File: config.mk
export PLATFORM = sky130hd
export DESIGN_NAME = refcounted_ldo_rail_manager_top
export DESIGN_NICKNAME = d
export VERILOG_FILES = /design/src/rlrm_pkg.sv /design/src/rlrm_front.sv /design/src/rlrm_cmd_queue.sv /design/src/rlrm_back.sv /design/src/refcounted_ldo_rail_manager_top.sv
export VERILOG_INCLUDE_DIRS = /design/src /design/src/src
export SDC_FILE = /design/constraint.sdc
export NUM_CORES = 1
export LEC_CHECK = 0
export BUFFER_PORTS_ARGS = -buffer_cell sky130_fd_sc_hd__buf_2
export CORE_AREA = 5 5 230 232
export DETAILED_ROUTE_END_ITERATION = 12
export DIE_AREA = 0 0 235 237
export GPL_ROUTABILITY_DRIVEN = 0
export PLACE_DENSITY = 0.55
export SYNTH_ARGS = -nofsm -noshare
export SYNTH_HDL_FRONTEND = slang
export SYNTH_HIERARCHICAL = 1
export SYNTH_SLANG_ARGS = --single-unit
File: constraint.sdc
create_clock -name clk -period 9.6 [get_ports clk]
set_clock_uncertainty 0.15 [all_clocks]
set_input_delay 2.4 -clock clk [delete_from_list [all_inputs] [get_ports clk]]
set_output_delay 2.4 -clock clk [all_outputs]
set_load 0.05 [all_outputs]
File: src/refcounted_ldo_rail_manager_top_assert.svh
// Assertion macros for the rail manager top level.
`ifndef REFCOUNTED_LDO_RAIL_MANAGER_TOP_ASSERT_SVH
`define REFCOUNTED_LDO_RAIL_MANAGER_TOP_ASSERT_SVH

// same-cycle implication, sampled on clk, off during reset
`define RLRM_ASSERT_IMP(label, ante, cons) \
    label: assert property (@(posedge clk) disable iff (!rst_n) (ante) |-> (cons)) \
        else $error("rail manager check failed");

// next-cycle implication, sampled on clk, off during reset
`define RLRM_ASSERT_NXT(label, ante, cons) \
    label: assert property (@(posedge clk) disable iff (!rst_n) (ante) |=> (cons)) \
        else $error("rail manager check failed");

`endif

File: src/rlrm_pkg.sv
`default_nettype none

package rlrm_pkg;

    typedef struct packed {
        logic        func;
        logic [2:0]  rail;
        logic [11:0] millivolts;
    } req_t;

    typedef struct packed {
        logic [2:0] action;
        logic [7:0] reg_addr;
        logic [7:0] reg_data;
        logic [7:0] use_count;
        logic       last;
    } rsp_t;

    typedef struct packed {
        logic [1:0] variant;
        logic [7:0] vbase;
        logic [7:0] en_addr;
    } cfg_t;

    // command handed from the front to the back
    typedef struct packed {
        logic [1:0]  kind;
        logic [2:0]  act;      // action of a single-beat command
        logic        buck;     // buck on (start) or buck off (stop) beat needed
        logic        low;      // voltage below minimum
        logic        grp;      // rails 0 and 1
        logic [1:0]  variant;
        logic [11:0] diff;     // millivolts above the minimum
        logic [7:0]  vaddr;
        logic [7:0]  en_addr;
        logic [7:0]  mirror;   // enable byte after this request
        logic [7:0]  cnt;
    } cmd_t;

    localparam logic [2:0] ACT_NONE     = 3'd0;
    localparam logic [2:0] ACT_BUCK_ON  = 3'd1;
    localparam logic [2:0] ACT_BUCK_OFF = 3'd2;
    localparam logic [2:0] ACT_WRITE    = 3'd3;
    localparam logic [2:0] ACT_R7_ON    = 3'd4;
    localparam logic [2:0] ACT_R7_OFF   = 3'd5;
    localparam logic [2:0] ACT_LOW      = 3'd6;
    localparam logic [2:0] ACT_UNDER    = 3'd7;

    localparam logic FUNC_ENABLE  = 1'b0;
    localparam logic FUNC_DISABLE = 1'b1;

    localparam logic [1:0] VAR_WL  = 2'd0;
    localparam logic [1:0] VAR_ET  = 2'd1;
    localparam logic [1:0] VAR_FAN = 2'd2;

    localparam logic [1:0] CFG_VARIANT = 2'd0;
    localparam logic [1:0] CFG_VBASE   = 2'd1;
    localparam logic [1:0] CFG_EN_ADDR = 2'd2;

    localparam logic [1:0] VARIANT_RST = 2'd0;
    localparam logic [7:0] VBASE_RST   = 8'd3;
    localparam logic [7:0] EN_ADDR_RST = 8'd14;

    localparam logic [1:0] CMD_SINGLE = 2'd0;
    localparam logic [1:0] CMD_START  = 2'd1;
    localparam logic [1:0] CMD_STOP   = 2'd2;

    localparam logic [2:0] GPIO_RAIL   = 3'd7;
    localparam logic [7:0] WL_ALWAYS   = 8'h80;
    localparam logic [7:0] CNT_MAX     = 8'hFF;

    localparam logic [11:0] WL_MIN_LO  = 12'd496;
    localparam logic [11:0] WL_MIN_HI  = 12'd1504;
    localparam logic [11:0] ET_MIN_LO  = 12'd600;
    localparam logic [11:0] ET_MIN_HI  = 12'd1200;
    localparam logic [11:0] FAN_MIN_LO = 12'd800;
    localparam logic [11:0] FAN_MIN_HI = 12'd1500;
    localparam logic [7:0]  FAN_OFS_LO = 8'd99;
    localparam logic [7:0]  FAN_OFS_HI = 8'd16;

    // ceil(2^15 / 6) and ceil(2^15 / 10): exact for diff below 4096
    localparam logic [12:0] RECIP_6  = 13'd5462;
    localparam logic [12:0] RECIP_10 = 13'd3277;
    localparam int          RECIP_SH = 15;

    localparam int CMDQ_DEPTH = 2;

endpackage

`default_nettype wire

File: src/rlrm_front.sv
`default_nettype none

module rlrm_front
    import rlrm_pkg::*;
#(
    parameter int NUM_RAILS = 8
) (
    input  wire logic clk,
    input  wire logic rst_n,
    input  wire logic push,
    input  wire req_t req,
    input  wire cfg_t cfg,
    input  wire logic q_full,
    output logic      q_wr,
    output cmd_t      q_wdata
);

    localparam int IDX_W = (NUM_RAILS > 1) ? $clog2(NUM_RAILS) : 1;

    logic [7:0] counts_reg [NUM_RAILS];
    logic [7:0] mirror_reg;
    logic [7:0] mirror_next;
    logic [7:0] cnt_next;
    logic       cnt_wr;

    logic             acc;
    logic             in_range;
    logic [IDX_W-1:0] idx;
    logic [7:0]       cnt_old;
    logic [7:0]       other_cnt;
    logic [7:0]       rail_bit;
    logic             grp;
    logic [11:0]      mv_min;
    cmd_t             cmd;

    assign acc = push && !q_full;
    assign q_wr = acc;
    assign q_wdata = cmd;

    assign in_range  = (32'(req.rail) < NUM_RAILS);
    assign idx       = req.rail[IDX_W-1:0];
    assign cnt_old   = counts_reg[idx];
    assign other_cnt = req.rail[0] ? counts_reg[0] : counts_reg[1];
    assign rail_bit  = 8'd1 << req.rail;
    assign grp       = (req.rail < 3'd2);

    always_comb
    begin
        case (cfg.variant)
            VAR_WL:  mv_min = grp ? WL_MIN_LO : WL_MIN_HI;
            VAR_FAN: mv_min = grp ? FAN_MIN_LO : FAN_MIN_HI;
            default: mv_min = grp ? ET_MIN_LO : ET_MIN_HI;
        endcase
    end

    always_comb
    begin
        cmd.kind    = CMD_SINGLE;
        cmd.act     = ACT_NONE;
        cmd.buck    = 1'b0;
        cmd.low     = (req.millivolts < mv_min);
        cmd.grp     = grp;
        cmd.variant = cfg.variant;
        cmd.diff    = req.millivolts - mv_min;
        cmd.vaddr   = cfg.vbase + {5'd0, req.rail};
        cmd.en_addr = cfg.en_addr;
        cmd.cnt     = 8'd0;
        mirror_next = mirror_reg;
        cnt_next    = cnt_old;
        cnt_wr      = 1'b0;
        if (in_range)
        begin
            if (req.func == FUNC_ENABLE)
            begin
                cnt_next = (cnt_old == CNT_MAX) ? cnt_old : cnt_old + 8'd1;
                cnt_wr   = 1'b1;
                cmd.cnt  = cnt_next;
                if (cnt_next != 8'd1)
                    cmd.act = ACT_NONE;
                else if (req.rail == GPIO_RAIL)
                    cmd.act = ACT_R7_ON;
                else
                begin
                    cmd.kind    = CMD_START;
                    cmd.buck    = grp;
                    mirror_next = mirror_reg | rail_bit |
                                  ((cfg.variant == VAR_WL) ? WL_ALWAYS : 8'd0);
                end
            end
            else if (cnt_old == 8'd0)
                cmd.act = ACT_UNDER;
            else
            begin
                cnt_next = cnt_old - 8'd1;
                cnt_wr   = 1'b1;
                cmd.cnt  = cnt_next;
                if (cnt_next != 8'd0)
                    cmd.act = ACT_NONE;
                else if (req.rail == GPIO_RAIL)
                    cmd.act = ACT_R7_OFF;
                else
                begin
                    cmd.kind    = CMD_STOP;
                    // buck drops once the partner rail is idle too
                    cmd.buck    = grp && (other_cnt == 8'd0);
                    mirror_next = mirror_reg & ~rail_bit;
                end
            end
        end
        cmd.mirror = mirror_next;
    end

    always_ff @(posedge clk or negedge rst_n)
    begin
        if (!rst_n)
        begin
            for (int i = 0; i < NUM_RAILS; i++)
                counts_reg[i] <= (i == 2) ? 8'd1 : 8'd0;
            mirror_reg <= 8'd0;
        end
        else if (acc)
        begin
            if (cnt_wr)
                counts_reg[idx] <= cnt_next;
            mirror_reg <= mirror_next;
        end
    end

endmodule

`default_nettype wire

File: src/rlrm_cmd_queue.sv
`default_nettype none

module rlrm_cmd_queue
    import rlrm_pkg::*;
(
    input  wire logic clk,
    input  wire logic rst_n,
    input  wire logic wr,
    input  wire cmd_t wdata,
    output logic      full,
    input  wire logic rd,
    output logic      valid,
    output cmd_t      rdata
);

    localparam int PTR_W = (CMDQ_DEPTH > 1) ? $clog2(CMDQ_DEPTH) : 1;
    localparam int CNT_W = $clog2(CMDQ_DEPTH + 1);

    cmd_t             entries_reg [CMDQ_DEPTH];
    logic [PTR_W-1:0] wr_ptr_reg;
    logic [PTR_W-1:0] rd_ptr_reg;
    logic [CNT_W-1:0] count_reg;
    logic [CNT_W-1:0] count_next;

    assign full  = (count_reg == CNT_W'(CMDQ_DEPTH));
    assign valid = (count_reg != '0);
    assign rdata = entries_reg[rd_ptr_reg];

    always_comb
    begin
        count_next = count_reg;
        if (wr && !rd)
            count_next = count_reg + CNT_W'(1);
        else if (rd && !wr)
            count_next = count_reg - CNT_W'(1);
    end

    always_ff @(posedge clk or negedge rst_n)
    begin
        if (!rst_n)
        begin
            wr_ptr_reg <= '0;
            rd_ptr_reg <= '0;
            count_reg  <= '0;
        end
        else
        begin
            if (wr)
                wr_ptr_reg <= (32'(wr_ptr_reg) == CMDQ_DEPTH - 1) ? '0
                                                                  : wr_ptr_reg + PTR_W'(1);
            if (rd)
                rd_ptr_reg <= (32'(rd_ptr_reg) == CMDQ_DEPTH - 1) ? '0
                                                                  : rd_ptr_reg + PTR_W'(1);
            count_reg <= count_next;
        end
    end

    always_ff @(posedge clk)
    begin
        if (wr)
            entries_reg[wr_ptr_reg] <= wdata;
    end

endmodule

`default_nettype wire

File: src/rlrm_back.sv
`default_nettype none

module rlrm_back
    import rlrm_pkg::*;
(
    input  wire logic clk,
    input  wire logic rst_n,
    input  wire logic q_valid,
    input  wire cmd_t q_cmd,
    output logic      q_rd,
    output logic      empty,
    input  wire logic pop,
    output rsp_t      rsp
);

    localparam logic [1:0] STEP_BUCK = 2'd0;
    localparam logic [1:0] STEP_VOLT = 2'd1;

    logic [1:0]  step_reg;
    logic [1:0]  step_next;
    logic [1:0]  eff_step;
    logic        out_valid_reg;
    rsp_t        out_reg;
    rsp_t        beat;
    logic        emit;
    logic [24:0] prod;
    logic [7:0]  code;

    // ET divides by 6 or 10 through a reciprocal multiply
    assign prod = q_cmd.diff * (q_cmd.grp ? RECIP_6 : RECIP_10);

    always_comb
    begin
        case (q_cmd.variant)
            VAR_WL:  code = q_cmd.diff[10:3];
            VAR_FAN: code = q_cmd.diff[10:3] + (q_cmd.grp ? FAN_OFS_LO : FAN_OFS_HI);
            default: code = prod[RECIP_SH+7:RECIP_SH];
        endcase
    end

    // a start without buck skips the buck beat
    assign eff_step = step_reg + {1'b0, ~q_cmd.buck};

    always_comb
    begin
        beat.action    = q_cmd.act;
        beat.reg_addr  = 8'd0;
        beat.reg_data  = 8'd0;
        beat.use_count = q_cmd.cnt;
        beat.last      = 1'b1;
        case (q_cmd.kind)
            CMD_START:
            begin
                case (eff_step)
                    STEP_BUCK:
                    begin
                        beat.action = ACT_BUCK_ON;
                        beat.last   = 1'b0;
                    end
                    STEP_VOLT:
                    begin
                        beat.action   = q_cmd.low ? ACT_LOW : ACT_WRITE;
                        beat.reg_addr = q_cmd.vaddr;
                        beat.reg_data = q_cmd.low ? 8'd0 : code;
                        beat.last     = 1'b0;
                    end
                    default:
                    begin
                        beat.action   = ACT_WRITE;
                        beat.reg_addr = q_cmd.en_addr;
                        beat.reg_data = q_cmd.mirror;
                    end
                endcase
            end
            CMD_STOP:
            begin
                if (step_reg == 2'd0)
                begin
                    beat.action   = ACT_WRITE;
                    beat.reg_addr = q_cmd.en_addr;
                    beat.reg_data = q_cmd.mirror;
                    beat.last     = !q_cmd.buck;
                end
                else
                    beat.action = ACT_BUCK_OFF;
            end
            default:
            begin
                beat.action = q_cmd.act;
            end
        endcase
    end

    assign emit  = q_valid && (!out_valid_reg || pop);
    assign q_rd  = emit && beat.last;
    assign empty = !out_valid_reg;
    assign rsp   = out_reg;

    always_comb
    begin
        step_next = step_reg;
        if (emit)
            step_next = beat.last ? 2'd0 : step_reg + 2'd1;
    end

    always_ff @(posedge clk or negedge rst_n)
    begin
        if (!rst_n)
        begin
            step_reg      <= 2'd0;
            out_valid_reg <= 1'b0;
        end
        else
        begin
            step_reg <= step_next;
            if (emit)
                out_valid_reg <= 1'b1;
            else if (pop)
                out_valid_reg <= 1'b0;
        end
    end

    always_ff @(posedge clk)
    begin
        if (emit)
            out_reg <= beat;
    end

endmodule

`default_nettype wire

File: src/refcounted_ldo_rail_manager_top.sv
// channel   dir  handshake              payload
// request   in   push / full            req   (func, rail, millivolts)
// result    out  empty / pop            rsp   (action, reg_addr, reg_data, use_count, last)
// config    in   cfg_we                 cfg_index, cfg_data
//
// A request passes the front combinationally; counts and enable mirror update there.
// The back emits one result beat per cycle while its output is empty or popped, so a
// request yields 1 to 3 result beats: a first enable of rail 0 or 1 is the 3-beat case.
// A two-entry command queue sits between the two; full rises only when it fills.
// Reset is asynchronous; counts come up zero except rail 2 at one.
`default_nettype none
`include "refcounted_ldo_rail_manager_top_assert.svh"

module refcounted_ldo_rail_manager_top
    import rlrm_pkg::*;
#(
    parameter int NUM_RAILS = 8
) (
    input  wire logic       clk,
    input  wire logic       rst_n,
    input  wire logic       push,
    output logic            full,
    input  wire req_t       req,
    output logic            empty,
    input  wire logic       pop,
    output rsp_t            rsp,
    input  wire logic       cfg_we,
    input  wire logic [1:0] cfg_index,
    input  wire logic [7:0] cfg_data
);

    cfg_t cfg_reg;
    logic q_wr;
    cmd_t q_wdata;
    logic q_full;
    logic q_rd;
    logic q_valid;
    cmd_t q_rdata;

    always_ff @(posedge clk or negedge rst_n)
    begin
        if (!rst_n)
        begin
            cfg_reg.variant <= VARIANT_RST;
            cfg_reg.vbase   <= VBASE_RST;
            cfg_reg.en_addr <= EN_ADDR_RST;
        end
        else if (cfg_we)
        begin
            case (cfg_index)
                CFG_VARIANT: cfg_reg.variant <= cfg_data[1:0];
                CFG_VBASE:   cfg_reg.vbase   <= cfg_data;
                CFG_EN_ADDR: cfg_reg.en_addr <= cfg_data;
                default:     cfg_reg         <= cfg_reg;
            endcase
        end
    end

    assign full = q_full;

    rlrm_front #(
        .NUM_RAILS(NUM_RAILS)
    ) u_front (
        .clk    (clk),
        .rst_n  (rst_n),
        .push   (push),
        .req    (req),
        .cfg    (cfg_reg),
        .q_full (q_full),
        .q_wr   (q_wr),
        .q_wdata(q_wdata)
    );

    rlrm_cmd_queue u_queue (
        .clk  (clk),
        .rst_n(rst_n),
        .wr   (q_wr),
        .wdata(q_wdata),
        .full (q_full),
        .rd   (q_rd),
        .valid(q_valid),
        .rdata(q_rdata)
    );

    rlrm_back u_back (
        .clk    (clk),
        .rst_n  (rst_n),
        .q_valid(q_valid),
        .q_cmd  (q_rdata),
        .q_rd   (q_rd),
        .empty  (empty),
        .pop    (pop),
        .rsp    (rsp)
    );

    // an accepted request is queued by the next edge
    `RLRM_ASSERT_NXT(a_req_queued, push && !full, q_valid)
    // underflow always reports a zero count
    `RLRM_ASSERT_IMP(a_under_cnt, !empty && rsp.action == ACT_UNDER, rsp.use_count == 8'd0)
    // buck on is never the last beat; the voltage beat follows it
    `RLRM_ASSERT_IMP(a_buck_on_mid, !empty && rsp.action == ACT_BUCK_ON, !rsp.last)

endmodule

`default_nettype wire
==> results of run 1 <==
-- final timing paths --
path,to,slack [ns],cells after the start
min in group asynchronous,u_front/counts_reg[56],1.74,1
worst min-delay path,u_front/mirror_reg[7],0.30,2
max in group asynchronous,u_queue/wr_ptr_reg,6.48,2
worst max-delay path,u_back/rsp[12],2.78,19
worst min register to register,u_front/mirror_reg[7],0.30,2
worst max register to register,u_back/rsp[12],2.78,19
-- routing by layer --
metal | global-route usage [%] | vias up
li1 | - | 4585
met1 | 15.7 | 4672
met2 | 21.8 | 194
met3 | 2.18 | 57
met4 | 3.08 | 0
met5 | 0 | -
-- synth_stat cells (4+ instances only) --
library cell	number	share of area, %
o21ai_1	14	0.47
and2_1	13	0.54
buf_12	5	0.67
and3_1	6	0.25
nand4_1	8	0.33
mux2_4	49	4.9
a21oi_1	91	3.0
mux2_2	35	2.6
nand2_1	59	1.5
o22ai_1	9	0.38
a21o_1	8	0.40
inv_1	156	3.9
nor3_1	12	0.40
o21ai_0	45	1.5
clkbuf_1	12	0.30
fa_1	69	9.2
ha_1	88	7.4
nor2b_1	21	0.88
or3_1	4	0.17
o2111ai_1	5	0.29
dfstp_2	6	1.1
xor2_1	18	1.1
edfxtp_1	136	27
xnor2_1	23	1.3
a31oi_1	7	0.29
nor4_1	6	0.25
o211ai_1	5	0.25
a211oi_1	11	0.55
a211o_1	4	0.23
or2_2	6	0.25
dfrtp_1	91	15
buf_6	8	0.60
buf_4	22	1.1
buf_2	12	0.40
nand2b_1	15	0.63
nor2_1	100	2.5
nand3_1	17	0.57
a22o_1	9	0.53
mux2i_1	24	1.6
-- per-stage QoR --
step	cell area, um^2	utilization, %	hold WS [ns]	worst slack, ns
3_5_place_dp	15700	31.0	0.289	2.60
2_1_floorplan	15000	-	0.273	3.38
4_1_cts	16700	32.9	0.302	2.80
3_3_place_gp	15700	31.0	0.282	2.65
6_report	16700	32.9	0.300	2.78
5_1_grt	16700	32.9	0.328	2.44
-- area by class of cell --
cell class	count	area [um^2]
repair buffers	70	378
multi-input cells	848	7390
flip-flops and latches	233	6520
clock inverters	6	68.8
clock buffers	46	891
inverters	160	601
well taps	680	851
fillers	5079	34100
-- logic make-up after synthesis --
kind of cell | Yosys count
simple gates | 288
buf+inv | 220
compound gates | 248
fa+ha+maj | 157
xor+xnor | 41
other cells | 2
flops | 233
mux | 110
-- cell usage in the layout (no fill, tap or decap), drive strengths merged, types with 10 or more instances in the layout --
cell type  instances
xor2              18
dfrtp             91
nor3              13
nand3             18
mux2i             24
fa                69
inv              162
and2              13
xnor2             23
nand2b            15
ha                88
nand2             61
buf               70
nor2             100
clkbuf            46
edfxtp           136
mux2              84
o21ai             62
a211oi            11
o22ai             10
nor2b             21
a21oi             93
-- worst max-delay path, cell delays in order (launching register included) --
cell and delay, ns:
dfrtp_4 0.42, buf_4 0.77, mux2_4 0.41, ha_1 0.28
fa_1 0.58, inv_1 0.08, fa_1 0.53, inv_1 0.06
fa_1 0.51, fa_1 0.54, inv_1 0.05, fa_1 0.53
inv_1 0.04, ha_1 0.30, nand2_2 0.07, or3_4 0.39
o2111ai_1 0.32, and2_1 0.21, xnor2_1 0.14, o221ai_1 0.14
==> impl_table.tex, run 1 <==
\begin{tabular}{lr}
\hline
Metric & Value \\
\hline
\multicolumn{2}{l}{\textbf{Status}} \\
\quad Run status & finished clean \\
\multicolumn{2}{l}{\textbf{Worst setup path}} \\
\quad Worst EP arrival & $\sim$6.9 ns \\
\quad Capturing element type of the critical path & register \\
\quad Reg-to-reg startpoint & u\_queue/rd\_ptr\_reg \\
\quad Setup CP Type & register to register \\
\quad Maximum net fanout on the critical path & 53 \\
\quad Required time of the critical path & 9.72 ns \\
\quad Launching element of the worst setup path & u\_queue/rd\_ptr\_reg \\
\quad Crit start category & register \\
\multicolumn{2}{l}{\textbf{Synthesis}} \\
\quad Post-synthesis share of cell area spent on xor and xnor gates & 2.40\% \\
\quad Post-Synth Simple-Gate Area & 9.78\% \\
\quad Share of synthesized flip-flops with an asynchronous set or reset & between 40\% and 50\% \\
\quad Fraction of synthesized area in multiplexers & 9.49\% \\
\quad Post-Synth Adder-Cell Area & approximately 17\% \\
\quad Mapped Cells & $\sim$1.3k \\
\quad Number of synthesized flops with an enable pin & roughly 140 \\
\quad Most frequently used flop master after synthesis & edfxtp\_1 \\
\quad Syn\_area\_per\_cell & between 10 and 15 um\^{}2 \\
\quad Yosys Warn Count & 6 \\
\quad Dominant combinational cell family by area after synthesis & adder cells \\
\quad Fraction of the yosys area taken by sequential cells & a little over two fifths \\
\quad \#FFs+latches synth & around 230 \\
\quad Synth unique cells & just under 90 \\
\quad Fraction of the mapped netlist area in compound gates & 10.9\% \\
\quad Cell Area, Synth & between 10,000 and 15,000 um\^{}2 \\
\multicolumn{2}{l}{\textbf{Global routing}} \\
\quad Wire length of the first global-routing pass & about 56 mm \\
\quad Via count of the first global-routing pass & 9,957 \\
\quad GRT Overall Usage & around an eighth \\
\quad Antenna violations before repair & 0 \\
\quad Total congestion overflow & 0 \\
\quad Pin count of the biggest net entering global routing & 55 \\
\multicolumn{2}{l}{\textbf{Route}} \\
\quad Post-Route M1 WL & 15.1 mm \\
\quad Antenna-violating nets left & 0 \\
\quad Met2 wire length & between 15 and 20 mm \\
\quad Number of vias per cell & 4.65 \\
\quad Overall routed net length & 34.7 mm \\
\quad Amount of wire on met3 after detailed routing & 1.59 mm \\
\quad DRC marker count from the first detailed-route iteration & 678 \\
\quad Via count & between 9k and 10k \\
\quad DR DRC count & 0 \\
\quad DR WL/cell & 17.0 um \\
\quad Top Metal Used & met4 \\
\quad Number of detailed-route iterations in the first pass & 6 \\
\multicolumn{2}{l}{\textbf{Clock tree}} \\
\quad Root cell of the clock tree & clkbuf\_16 \\
\quad Clock sink total & 233 \\
\quad Max Root-Sink Buffers & 3 \\
\quad Post-CTS setup-driven buffer insertion count & 0 \\
\quad Number of H-tree levels & 1 \\
\quad Source-to-sink clock delay at the later pin of the worst-skew pair & between 0.5 and 0.6 ns \\
\quad Post-CTS resize count & 0 \\
\quad CTS buffer count & 28 \\
\quad Clock-pin slew on the worst setup and hold paths & $\sim$0.060 ns \\
\quad CTS Hold Bufs & 0 \\
\quad Clock tree from TritonCTS & done \\
\multicolumn{2}{l}{\textbf{Timing}} \\
\quad Slew at the pin closest to its max-slew limit & approximately 1.2 ns \\
\quad Relative slew margins & approximately a fifth \\
\quad Timing-limited maximum frequency & between 0.1 and 0.15 GHz \\
\quad Setup violation total in the final timing report & 0 \\
\quad Post-layout minimum cycle time & roughly 6.8 ns \\
\quad Final Max Tran Viols & 0 \\
\quad Unrepaired setup endpoints after global routing & false \\
\quad Part of the cycle the worst path needs & 71.1\% \\
\quad Number of hold-slack violations in the final timing report & 0 \\
\quad Setup\_tns & 0 ns \\
\multicolumn{2}{l}{\textbf{Cells and area}} \\
\quad Count of placed standard cells in the final layout, fillers left out & between 2k and 2.5k \\
\quad Nets & 1,529 \\
\quad Flip-flop count of the largest register after layout & 108 \\
\quad Fraction of layout cells with a size suffix above 1 & approximately 18\% \\
\quad Total inserted antenna cells & 0 \\
\quad Signed area change from the synthesized netlist to the final layout & 11.6\% \\
\multicolumn{2}{l}{\textbf{Floorplanning}} \\
\quad Count of standard-cell rows & between 80 and 90 \\
\quad Die height & between 200 and 250 um \\
\quad Horiz. Die Dim & about 240 um \\
\quad Starting utilization of the core area & roughly 30\% \\
\quad Number of top-level pins & 61 \\
\quad Area of the placeable core & about 51,000 um\^{}2 \\
\quad Area of the die & 55,700 um\^{}2 \\
\multicolumn{2}{l}{\textbf{Min path}} \\
\quad Min-Delay Startpoint & u\_front/mirror\_reg[7] \\
\quad Classification of the worst-slack hold path & register to register \\
\multicolumn{2}{l}{\textbf{Place}} \\
\quad HPWL after DPL & approximately 26 mm \\
\quad Total placed cells including tap cells & around 2.0k \\
\quad Total of buffers placed on input and output ports & 60 \\
\multicolumn{2}{l}{\textbf{Job}} \\
\quad \# Max-Cap Violations & 0 \\
\hline
\end{tabular}
Power of run 1 is not shown: default switching activity piles up to over one toggle a cycle in this logic, so the estimate is an artifact.
==> inputs of run 2 (changes only) <==
==> constraint.sdc (replaced) <==
create_clock -name clk -period 7 [get_ports clk]
set_clock_uncertainty 0.15 [all_clocks]
set_input_delay 1.75 -clock clk [delete_from_list [all_inputs] [get_ports clk]]
set_output_delay 1.75 -clock clk [all_outputs]
set_load 0.05 [all_outputs]
==> impl_table.tex, run 2 (synthesized netlist as in run 1, its figures left out) <==
\begin{tabular}{lr}
\hline
Metric & Value \\
\hline
\multicolumn{2}{l}{\textbf{Timing}} \\
\quad Unrepaired setup endpoints after global routing & false \\
\quad Final Max Tran Viols & 0 (unchanged) \\
\quad Setup\_tns & 0 ns (unchanged) \\
\quad Number of hold-slack violations in the final timing report & 0 (unchanged) \\
\quad PnR worst setup slack & 0.652 ns (-2.13 ns) \\
\quad Post-layout minimum cycle time & 6.35 ns (-0.473 ns) \\
\quad Timing-limited maximum frequency & 0.158 GHz (+7.5\%) \\
\quad Slew at the pin closest to its max-slew limit & 1.14 ns (-0.0509 ns) \\
\quad Post-route worst hold slack & 0.299 ns (-0.000670 ns) \\
\quad Setup violation total in the final timing report & 0 (unchanged) \\
\quad Part of the cycle the worst path needs & 90.7\% (+20 points) \\
\quad Relative slew margins & 23.5\% (+3.3 points) \\
\multicolumn{2}{l}{\textbf{Cells and area}} \\
\quad Filler cell count in the final layout & 5,077 (-0.039\%) \\
\quad Signed area change from the synthesized netlist to the final layout & 11.2\% \\
\quad Total inserted antenna cells & 0 (unchanged) \\
\quad Most common library cell in the layout ignoring fill and taps & inv\_1 \\
\quad Most frequent cells in the layout & 156 x inv\_1, 136 x edfxtp\_1, 100 x nor2\_1 \\
\quad Nets & 1,538 (+0.59\%) \\
\quad Fraction of layout cells with a size suffix above 1 & 18.9\% (+0.42 points) \\
\quad Final core occ & 32.8\% (-0.12 points) \\
\quad Flip-flop count of the largest register after layout & 108 (unchanged) \\
\multicolumn{2}{l}{\textbf{Floorplanning}} \\
\quad Die height & 237 um (unchanged) \\
\quad Area of the placeable core & 50,800 um\^{}2 (unchanged) \\
\quad Number of top-level pins & 61 (unchanged) \\
\quad Starting utilization of the core area & 29.5\% (unchanged) \\
\quad Area of the die & 55,700 um\^{}2 (unchanged) \\
\quad Count of standard-cell rows & 83 (unchanged) \\
\quad Horiz. Die Dim & 235 um (unchanged) \\
\multicolumn{2}{l}{\textbf{Min path}} \\
\quad Classification of the worst-slack hold path & register to register \\
\multicolumn{2}{l}{\textbf{Worst setup path}} \\
\quad Worst Reg-to-Reg Cells & 19 (unchanged) \\
\quad Maximum net fanout on the critical path & 26 (-51\%) \\
\quad Required time of the critical path & 7.12 ns (-2.60 ns) \\
\quad Capturing element of the worst setup path & u\_back/rsp[12] \\
\quad Setup CP Type & register to register \\
\quad Worst EP arrival & 6.46 ns (-0.48 ns) \\
\quad Launching element of the worst setup path & u\_queue/rd\_ptr\_reg \\
\quad Reg-to-reg startpoint & u\_queue/rd\_ptr\_reg \\
\quad Setup slack of the most critical reg-to-reg path & 0.65 ns (-2.13 ns) \\
\quad Capturing element type of the critical path & register \\
\quad Crit start category & register \\
\quad Worst reg2reg endpoint & u\_back/rsp[12] \\
\multicolumn{2}{l}{\textbf{Route}} \\
\quad Via count & 9,519 (+0.12\%) \\
\quad Antenna-violating nets left & 0 (unchanged) \\
\quad Number of detailed-route iterations in the first pass & 5 (-1) \\
\quad DR WL/cell & 16.8 um (-1.3\%) \\
\quad Overall routed net length & 34.4 mm (-0.95\%) \\
\quad Number of vias per cell & 4.64 (-0.23\%) \\
\quad DRC marker count from the first detailed-route iteration & 576 (-15\%) \\
\quad DR DRC count & 0 (unchanged) \\
\multicolumn{2}{l}{\textbf{Clock tree}} \\
\quad Root cell of the clock tree & clkbuf\_16 \\
\quad CTS buffer count & 26 (-7.1\%) \\
\quad Source-to-sink clock delay at the later pin of the worst-skew pair & 0.55 ns (-0.03 ns) \\
\quad CTS Hold Bufs & 0 (unchanged) \\
\quad Post-CTS setup-driven buffer insertion count & 0 (unchanged) \\
\quad Clock sink total & 233 (unchanged) \\
\quad Post-CTS resize count & 0 (unchanged) \\
\quad Max Root-Sink Buffers & 3 (unchanged) \\
\quad Clock-pin slew on the worst setup and hold paths & 0.06 ns (about the same) \\
\quad Number of H-tree levels & 1 (unchanged) \\
\quad Clock tree from TritonCTS & done \\
\multicolumn{2}{l}{\textbf{Global routing}} \\
\quad GRT Overall Usage & 12.1\% (-0.23 points) \\
\quad Antenna violations before repair & 0 (unchanged) \\
\quad Total congestion overflow & 0 (unchanged) \\
\quad Via count of the first global-routing pass & 9,848 (-1.1\%) \\
\quad Pin count of the biggest net entering global routing & 53 (-3.6\%) \\
\quad Wire length of the first global-routing pass & 54.6 mm (-1.7\%) \\
\multicolumn{2}{l}{\textbf{Place}} \\
\quad Total of buffers placed on input and output ports & 60 (unchanged) \\
\quad Worst setup slack before clock tree synthesis & 0.736 ns (-1.87 ns) \\
\quad HPWL after DPL & 25.7 mm (+0.38\%) \\
\multicolumn{2}{l}{\textbf{Job}} \\
\quad \# Max-Cap Violations & 0 (unchanged) \\
\multicolumn{2}{l}{\textbf{Status}} \\
\quad Run status & finished clean \\
\hline
\end{tabular}
## run 2: worst min-delay path by stage
stage                     startpoint                     to  slack (ns)  depth (start not counted)
2_1_floorplan  u_front/mirror_reg[7]  u_front/mirror_reg[7]        0.27                          2
3_3_place_gp   u_front/mirror_reg[7]  u_front/mirror_reg[7]        0.28                          2
3_5_place_dp   u_front/mirror_reg[7]  u_front/mirror_reg[7]        0.29                          2
4_1_cts        u_front/mirror_reg[7]  u_front/mirror_reg[7]        0.30                          2
5_1_grt        u_front/mirror_reg[7]  u_front/mirror_reg[7]        0.32                          2
6_report       u_front/mirror_reg[7]  u_front/mirror_reg[7]        0.30                          2
## run 2: critical path, cell delays in order, from the launching register on
cell	delay (ns)
dfrtp_4	0.56
mux2_4	0.43
inv_1	0.23
ha_1	0.32
fa_1	0.49
fa_1	0.55
inv_1	0.07
fa_1	0.55
inv_1	0.06
fa_1	0.53
inv_1	0.06
fa_1	0.53
inv_1	0.04
ha_1	0.31
nand2_1	0.07
or3_4	0.35
o2111ai_1	0.32
and2_1	0.20
xnor2_1	0.12
o221ai_1	0.14
## run 2: layout make-up
type / instances / area (um^2) / share of cell area [%]
Sequential cell: 233 / 6520 / 39.2
Timing Repair Buffer: 81 / 460 / 2.77
Tap cell: 680 / 851 / 5.11
Multi-Input combinational cell: 848 / 7390 / 44.4
Clock buffer: 30 / 666 / 4.00
Clock inverter: 18 / 150 / 0.903
Inverter: 160 / 601 / 3.61
## run 2: per-stage QoR
| step | cells | instance area (um^2) |
|---|---|---|
| final | 2050 | 16600 |
| after global routing | 2050 | 16600 |
| after CTS | 2050 | 16600 |
| after detailed placement | 2002 | 15800 |
| after global placement | 2002 | 15800 |
| after floorplan | 1301 | 15000 |
## run 2: layer usage
layer  track usage [%]  vias to the layer above  wire, um
met1              15.4                     4657     15000
li1                  -                     4605         -
met5                 0                        -         0
met2              21.2                      198     17000
met4              3.24                        0       975
met3              2.07                       59      1440
Power of run 2 is left out for the same reason.
